`src/rtl/adsr_eop_pkg.sv`:
```
// Shared types and constants for the one-pole ADSR envelope block.
package adsr_eop_pkg;

  localparam int SAMPLE_W = 16;
  localparam int MCAND_W  = SAMPLE_W + 1;
  localparam int MLT_W    = SAMPLE_W;
  localparam int PROD_W   = MCAND_W + MLT_W;
  localparam int CNT_W    = $clog2(MLT_W);

  localparam logic [SAMPLE_W-1:0] ATTACK_DONE = 16'd32440;

  localparam logic [SAMPLE_W-1:0] ATTACK_POLE_RST  = 16'd65513;
  localparam logic [SAMPLE_W-1:0] DECAY_POLE_RST   = 16'd65522;
  localparam logic [SAMPLE_W-1:0] RELEASE_POLE_RST = 16'd65531;
  localparam logic [SAMPLE_W-1:0] SUSTAIN_RST      = 16'd16384;

  typedef enum logic [1:0] {
    REG_ATTACK_POLE  = 2'd0,
    REG_DECAY_POLE   = 2'd1,
    REG_RELEASE_POLE = 2'd2,
    REG_SUSTAIN      = 2'd3
  } reg_idx_t;

  typedef enum logic [1:0] {
    MODE_CLEAR   = 2'd0,
    MODE_ATTACK  = 2'd1,
    MODE_DECAY   = 2'd2,
    MODE_RELEASE = 2'd3
  } mode_t;

  typedef enum logic [2:0] {
    ST_IDLE,
    ST_TMUL,
    ST_DIFF,
    ST_DMUL,
    ST_UPD,
    ST_OUT
  } state_t;

endpackage

```
`src/rtl/adsr_eop_mul.sv`:
```
// Bit-serial shift-add multiplier, one multiplier bit per cycle.
module adsr_eop_mul (
  input  logic                             clk,
  input  logic                             rst,
  input  logic                             start,
  input  logic [adsr_eop_pkg::MCAND_W-1:0] mcand,
  input  logic [adsr_eop_pkg::MLT_W-1:0]   mlt,
  output logic                             done,
  output logic [adsr_eop_pkg::PROD_W-1:0]  prod
);
  import adsr_eop_pkg::*;

  logic               busy;
  logic [CNT_W-1:0]   cnt;
  logic [MCAND_W-1:0] mc;
  logic [MCAND_W-1:0] hi;
  logic [MLT_W-1:0]   lo;
  logic [MCAND_W:0]   sum;

  // partial sum of the upper half plus the multiplicand when the low bit is set
  assign sum  = {1'b0, hi} + (lo[0] ? {1'b0, mc} : {(MCAND_W + 1){1'b0}});
  assign done = busy && (cnt == CNT_W'(MLT_W - 1));
  assign prod = {hi, lo};

  always_ff @(posedge clk) begin
    if (rst) begin
      busy <= 1'b0;
      cnt  <= '0;
    end else if (start) begin
      busy <= 1'b1;
      cnt  <= '0;
    end else if (busy) begin
      cnt <= cnt + CNT_W'(1);
      if (done) begin
        busy <= 1'b0;
      end
    end
  end

  always_ff @(posedge clk) begin
    if (start) begin
      mc <= mcand;
      hi <= '0;
      lo <= mlt;
    end else if (busy) begin
      hi <= sum[MCAND_W:1];
      lo <= {sum[0], lo[MLT_W-1:1]};
    end
  end

endmodule

```
`src/rtl/adsr_envelope_one_pole_top.sv`:
```
// Top level: ADSR envelope generator on one one-pole filter, serial multiply.
// Clear mode skips the 16-step serial multiplies; attack runs only b * |d|, while
// decay and release run gate * sustain first. A new word is taken only in idle.
// A finished word waits in the output register while the next word is taken.
// Reset (rst, synchronous, active high): clear mode, gate and filter memory zero,
// configuration registers to their defaults, no output word pending.
module adsr_envelope_one_pole_top (
  input  logic        clk,
  input  logic        rst,
  // configuration write port
  input  logic        cfg_we,
  input  logic [1:0]  cfg_index,
  input  logic [15:0] cfg_data,
  // input channel
  input  logic        in_valid,
  output logic        in_stall,
  input  logic [15:0] gate,
  // output channel
  output logic        out_valid,
  input  logic        out_stall,
  output logic [15:0] envelope,
  output logic [1:0]  phase
);
  import adsr_eop_pkg::*;

  // configuration registers
  logic [SAMPLE_W-1:0] attack_pole;
  logic [SAMPLE_W-1:0] decay_pole;
  logic [SAMPLE_W-1:0] release_pole;
  logic [SAMPLE_W-1:0] sustain_level;

  // envelope state
  mode_t               mode;
  logic [SAMPLE_W-1:0] last_gate;
  logic [SAMPLE_W-1:0] filter_out;

  // per-word working registers
  logic [SAMPLE_W-1:0] gate_r;
  logic                neg;
  logic [SAMPLE_W-1:0] env_r;

  state_t state, state_next;

  logic      accept;
  logic      out_load;
  mode_t     mode_next;
  logic      mul_start;
  logic      mul_done;
  logic [MCAND_W-1:0] mcand;
  logic [MLT_W-1:0]   mlt;
  logic [PROD_W-1:0]  prod;

  // filter arithmetic
  logic [SAMPLE_W-1:0] target;
  logic                ge;
  logic [SAMPLE_W-1:0] mag;
  logic [SAMPLE_W-1:0] pole;
  logic [MCAND_W-1:0]  coef_b;
  logic [MCAND_W-1:0]  step;
  logic [SAMPLE_W-1:0] filt_new;

  adsr_eop_mul u_mul (
    .clk   (clk),
    .rst   (rst),
    .start (mul_start),
    .mcand (mcand),
    .mlt   (mlt),
    .done  (mul_done),
    .prod  (prod)
  );

  // ---------------------------------------------------------------------------
  // configuration
  always_ff @(posedge clk) begin
    if (rst) begin
      attack_pole   <= ATTACK_POLE_RST;
      decay_pole    <= DECAY_POLE_RST;
      release_pole  <= RELEASE_POLE_RST;
      sustain_level <= SUSTAIN_RST;
    end else if (cfg_we) begin
      case (reg_idx_t'(cfg_index))
        REG_ATTACK_POLE:  attack_pole   <= cfg_data;
        REG_DECAY_POLE:   decay_pole    <= cfg_data;
        REG_RELEASE_POLE: release_pole  <= cfg_data;
        REG_SUSTAIN:      sustain_level <= cfg_data;
        default: ;
      endcase
    end
  end

  // ---------------------------------------------------------------------------
  // mode update on an incoming gate: rising edge starts attack except in
  // decay, any falling edge starts release
  always_comb begin
    mode_next = mode;
    if ((last_gate < gate) && (mode != MODE_DECAY)) begin
      mode_next = MODE_ATTACK;
    end else if (last_gate > gate) begin
      mode_next = MODE_RELEASE;
    end
  end

  // target: gate in attack, (gate * sustain) >> 15 saturated otherwise
  always_comb begin
    if (mode == MODE_ATTACK) begin
      target = gate_r;
    end else if (prod[PROD_W-1:SAMPLE_W+15] != '0) begin
      target = '1;
    end else begin
      target = prod[SAMPLE_W+14:15];
    end
  end

  assign ge  = target >= filter_out;
  assign mag = ge ? (target - filter_out) : (filter_out - target);

  always_comb begin
    case (mode)
      MODE_ATTACK: pole = attack_pole;
      MODE_DECAY:  pole = decay_pole;
      default:     pole = release_pole;
    endcase
  end

  assign coef_b = {1'b1, {SAMPLE_W{1'b0}}} - {1'b0, pole};

  // ceil(b * |d| / 2^16): upper half plus one if any low bit is set
  assign step     = prod[PROD_W-1:SAMPLE_W] + MCAND_W'(|prod[SAMPLE_W-1:0]);
  assign filt_new = neg ? (filter_out - step[SAMPLE_W-1:0])
                        : (filter_out + step[SAMPLE_W-1:0]);

  // multiplier operands: gate * sustain for the target, b * |d| for the step
  always_comb begin
    if (state == ST_IDLE) begin
      mcand = {1'b0, sustain_level};
      mlt   = gate;
    end else begin
      mcand = coef_b;
      mlt   = mag;
    end
  end

  // ---------------------------------------------------------------------------
  // sequencer: next state
  always_comb begin
    state_next = state;
    case (state)
      ST_IDLE: begin
        if (accept) begin
          case (mode_next)
            MODE_CLEAR:  state_next = ST_OUT;
            MODE_ATTACK: state_next = ST_DIFF;
            default:     state_next = ST_TMUL;
          endcase
        end
      end
      ST_TMUL: if (mul_done) state_next = ST_DIFF;
      ST_DIFF: state_next = ST_DMUL;
      ST_DMUL: if (mul_done) state_next = ST_UPD;
      ST_UPD:  state_next = ST_OUT;
      ST_OUT:  if (out_load) state_next = ST_IDLE;
      default: state_next = ST_IDLE;
    endcase
  end

  // sequencer: outputs
  always_comb begin
    in_stall  = 1'b1;
    mul_start = 1'b0;
    out_load  = 1'b0;
    case (state)
      ST_IDLE: begin
        in_stall  = 1'b0;
        mul_start = in_valid && (mode_next != MODE_CLEAR) && (mode_next != MODE_ATTACK);
      end
      ST_DIFF: mul_start = 1'b1;
      ST_OUT:  out_load  = !out_valid || !out_stall;
      default: ;
    endcase
  end

  assign accept = in_valid && !in_stall;

  always_ff @(posedge clk) begin
    if (rst) begin
      state <= ST_IDLE;
    end else begin
      state <= state_next;
    end
  end

  // ---------------------------------------------------------------------------
  // envelope state and per-word registers
  always_ff @(posedge clk) begin
    if (rst) begin
      mode       <= MODE_CLEAR;
      last_gate  <= '0;
      filter_out <= '0;
    end else begin
      if (accept) begin
        mode      <= mode_next;
        last_gate <= gate;
      end
      if (state == ST_UPD) begin
        filter_out <= filt_new;
        if ((mode == MODE_ATTACK) && (filt_new > ATTACK_DONE)) begin
          mode <= MODE_DECAY;
        end
      end
    end
  end

  always_ff @(posedge clk) begin
    if (accept) begin
      gate_r <= gate;
      env_r  <= '0;
    end
    if (state == ST_DIFF) begin
      neg <= !ge;
    end
    if (state == ST_UPD) begin
      env_r <= filt_new;
    end
  end

  // ---------------------------------------------------------------------------
  // output register
  always_ff @(posedge clk) begin
    if (rst) begin
      out_valid <= 1'b0;
    end else if (out_load) begin
      out_valid <= 1'b1;
    end else if (!out_stall) begin
      out_valid <= 1'b0;
    end
  end

  always_ff @(posedge clk) begin
    if (out_load) begin
      envelope <= env_r;
      phase    <= mode;
    end
  end

endmodule

```
`config.mk`:
```
export PLATFORM = sky130hd
export DESIGN_NAME = adsr_envelope_one_pole_top
export DESIGN_NICKNAME = d
export VERILOG_FILES = /design/src/rtl/adsr_eop_pkg.sv /design/src/rtl/adsr_eop_mul.sv /design/src/rtl/adsr_envelope_one_pole_top.sv
export SDC_FILE = /design/constraint.sdc
export NUM_CORES = 1
export LEC_CHECK = 0
export ABC_AREA = 0
export BUFFER_PORTS_ARGS = -buffer_cell sky130_fd_sc_hd__buf_2
export CORE_MARGIN = 3
export CORE_UTILIZATION = 45
export CTS_CLUSTER_SIZE = 16
export DETAILED_ROUTE_END_ITERATION = 7
export PLACE_DENSITY = 0.59
export SYNTH_ARGS = -nofsm -noshare
export SYNTH_HDL_FRONTEND = slang
export SYNTH_SLANG_ARGS = --single-unit
```
`constraint.sdc`:
```
create_clock -name clk -period 8.6 [get_ports clk]
set_clock_uncertainty 0.1 [all_clocks]
set_input_delay 0.86 -clock clk [delete_from_list [all_inputs] [get_ports clk]]
set_output_delay 0.86 -clock clk [all_outputs]
set_load 0.02 [all_outputs]
```
==> out/summary.txt <==
Htree depth: 1
CP required: 8920 ps
Final Max Tran Viols: 0
Routed WL per cell: 17.6 um
Mapped Cells: 1482
Crit end category: flop
Root Buffer: clkbuf_16
Clk_lat worst skew: 520 ps
CTS tree: done
CP Launch Type: flop
Die H: 175 um
Top Registers: u_mul.hi (17), u_mul.mc (17)
Via count: 10.4k
Share of cells above drive strength 1: 9.02%
Status: finished, final reports clean
Ys flop type: dfxtp_1
RSZ-0062 raised after global routing: no
Crit share post-route: 64.1%
Nets: 1620
Setup_tns: 0 ps
Setup bufs post-CTS: 0
Syn nets: 1611
1st-pass router iterations: 5
Synthesized area: 0.0128 mm^2
# DRC: 0
Fin. Hold Viols: 0
Post-synth top area share: 19.6%
Largest net degree at the start of global routing: 88
Synth Area per Inst: 8.67 um^2
Asr flop ratio synth: 0%
Placed instance area: 0.0134 mm^2
Post-route ant nets: 0
Yosys top cell by area: edfxtp_1
Post-CTS sizing: 0
Synth top cells by count: nand2_1, a21oi_1, dfxtp_1, nor2_1, inv_1
Syn. warnings: 0
CP max FO: 18
Pwr dens: 350 mW/mm^2
Antenna violations before repair: 0
Least-Margin Pin Slew: 1010 ps
Arr. time, crit path: 5830 ps
Clk pin slew, worst setup/hold paths: 60 ps
# diodes: 0
Tmin final: 5510 ps
CTS max path bufs: 3
CTS buffer count: 24
Post-synth EDFFs: 84
Placer Congestion: 0.906
Setup CP Type: reg -> reg
Peak VDD IR: 223 uV
Vias/cell: 5.50
Gr usage total: 21.3%
Clock sink count: 208
Drt total wl: 33200 um
Overflow after GRT: 0
Count leader, synth: nand2_1
Area Growth Syn to Fin: 9.86%
CTS hold repair buffers: 0
Ranking of synthesized cells by area: edfxtp_1, dfxtp_1, ha_1
Initial DRC Count: 641
Initial core utilization: 46.0%
Die width: 175 um
Vias in the first global route: 9730
Core area: 0.0279 mm^2
Max frequency: 0.182 GHz
Relative slew slack: 32.3%
# rows: 61
Leakage: 5.86 nW
DP HPWL: 23900 um
I/O Buffers: 58
Full die area: 0.0306 mm^2
Final Setup Violations: 0
Worst min-delay path category: reg -> reg
Register area share after synthesis: 39.0%
IO Pins: 59
Yosys reg bits: 208
Post-route design area: 0.0141 mm^2
Synth unique cells: 77
Max Cap Viol: 0
First-pass GRT wire length: 53000 um
-- area by class of cell --
class / instances / area [um^2]
flip-flops and latches: 208 / 5000
multi-input cells: 1099 / 7180
well taps: 378 / 473
clock inverters: 17 / 126
repair buffers: 69 / 373
inverters: 89 / 337
clock buffers: 26 / 618
fillers: 2654 / 13800
-- worst max-delay path, cell delays in order, from the launching register on --
cell,delay [ps]
edfxtp_1,570
nor4_1,350
nand4_1,170
ha_1,280
ha_1,290
xor2_1,200
or3_1,350
o21ai_0,160
a21oi_1,80
o21ai_0,220
xnor2_1,100
ha_1,220
a2111o_1,420
o21bai_1,190
a311oi_1,370
nor2_1,90
nor2_1,120
xnor2_1,150
nand2_1,80
a2111oi_0,370
nand4_1,290
and3_1,270
-- power breakdown --
part | switching, mW | internal, mW | total (mW)
Clock | 0.412 | 0.550 | 0.962
Sequential | 0.166 | 1.28 | 1.45
Combinational | 1.54 | 0.990 | 2.53
Total | 2.12 | 2.82 | 4.95
-- kinds of logic (layout without fill, tap and decap cells) --
kind of cell	after synthesis	after routing	synth area share, %
simple gates	534	534	19.9
mux	32	32	2.58
fa+ha+maj	90	90	9.00
compound gates	358	358	18.4
xor+xnor	85	85	5.80
buf+inv	175	201	5.33
flops	208	208	39.0
-- layer usage --
| metal | wire, um | vias up | track usage [%] |
|---|---|---|---|
| li1 | - | 5221 | - |
| met5 | 0 | - | 0 |
| met1 | 15800 | 4844 | 31.0 |
| met3 | 1810 | 57 | 2.89 |
| met4 | 808 | 0 | 5.45 |
| met2 | 14700 | 260 | 33.6 |
-- per-stage QoR --
step                      hold slack (ps)  util, %  total power [mW]  instances  worst slack (ps)
after floorplan                       300        -              3.37       1482              3870
after global placement                301     47.9              3.96       1843              3170
after detailed placement              307     47.9              3.97       1843              3080
after CTS                             321     50.5              4.95       1886              3080
after global routing                  326     50.5              5.31       1886              2610
final                                 320     50.5              4.95       1886              3090
-- final timing paths --
path / startpoint / to / slack [ps] / cells after the start
hold reg to reg: env_r[3] / envelope[3] / 320 / 0
setup / recovery: u_mul.lo[0] / mode[0] / 3090 / 21
hold / removal: env_r[3] / envelope[3] / 320 / 0
setup reg to reg: u_mul.lo[0] / mode[0] / 3090 / 21
-- layout by cell type (no fill, tap or decap), types with 15 or more instances in the layout --
cell type and instances:
xnor2_1 53, dfxtp_1 124, a211o_1 15, o22a_1 17, clkbuf_16 24, nand3_1 24, edfxtp_1 84, a21oi_1 135
and2_1 28, nor2b_1 24, inv_1 87, nor3_1 21, nor2_1 108, nand4_1 18, o21ai_0 44, mux2i_1 26
buf_2 58, xor2_1 32, nand2_1 215, and3_1 16, nand3b_1 33, ha_1 86, a21o_1 28
(Power assumes the default switching activity.)
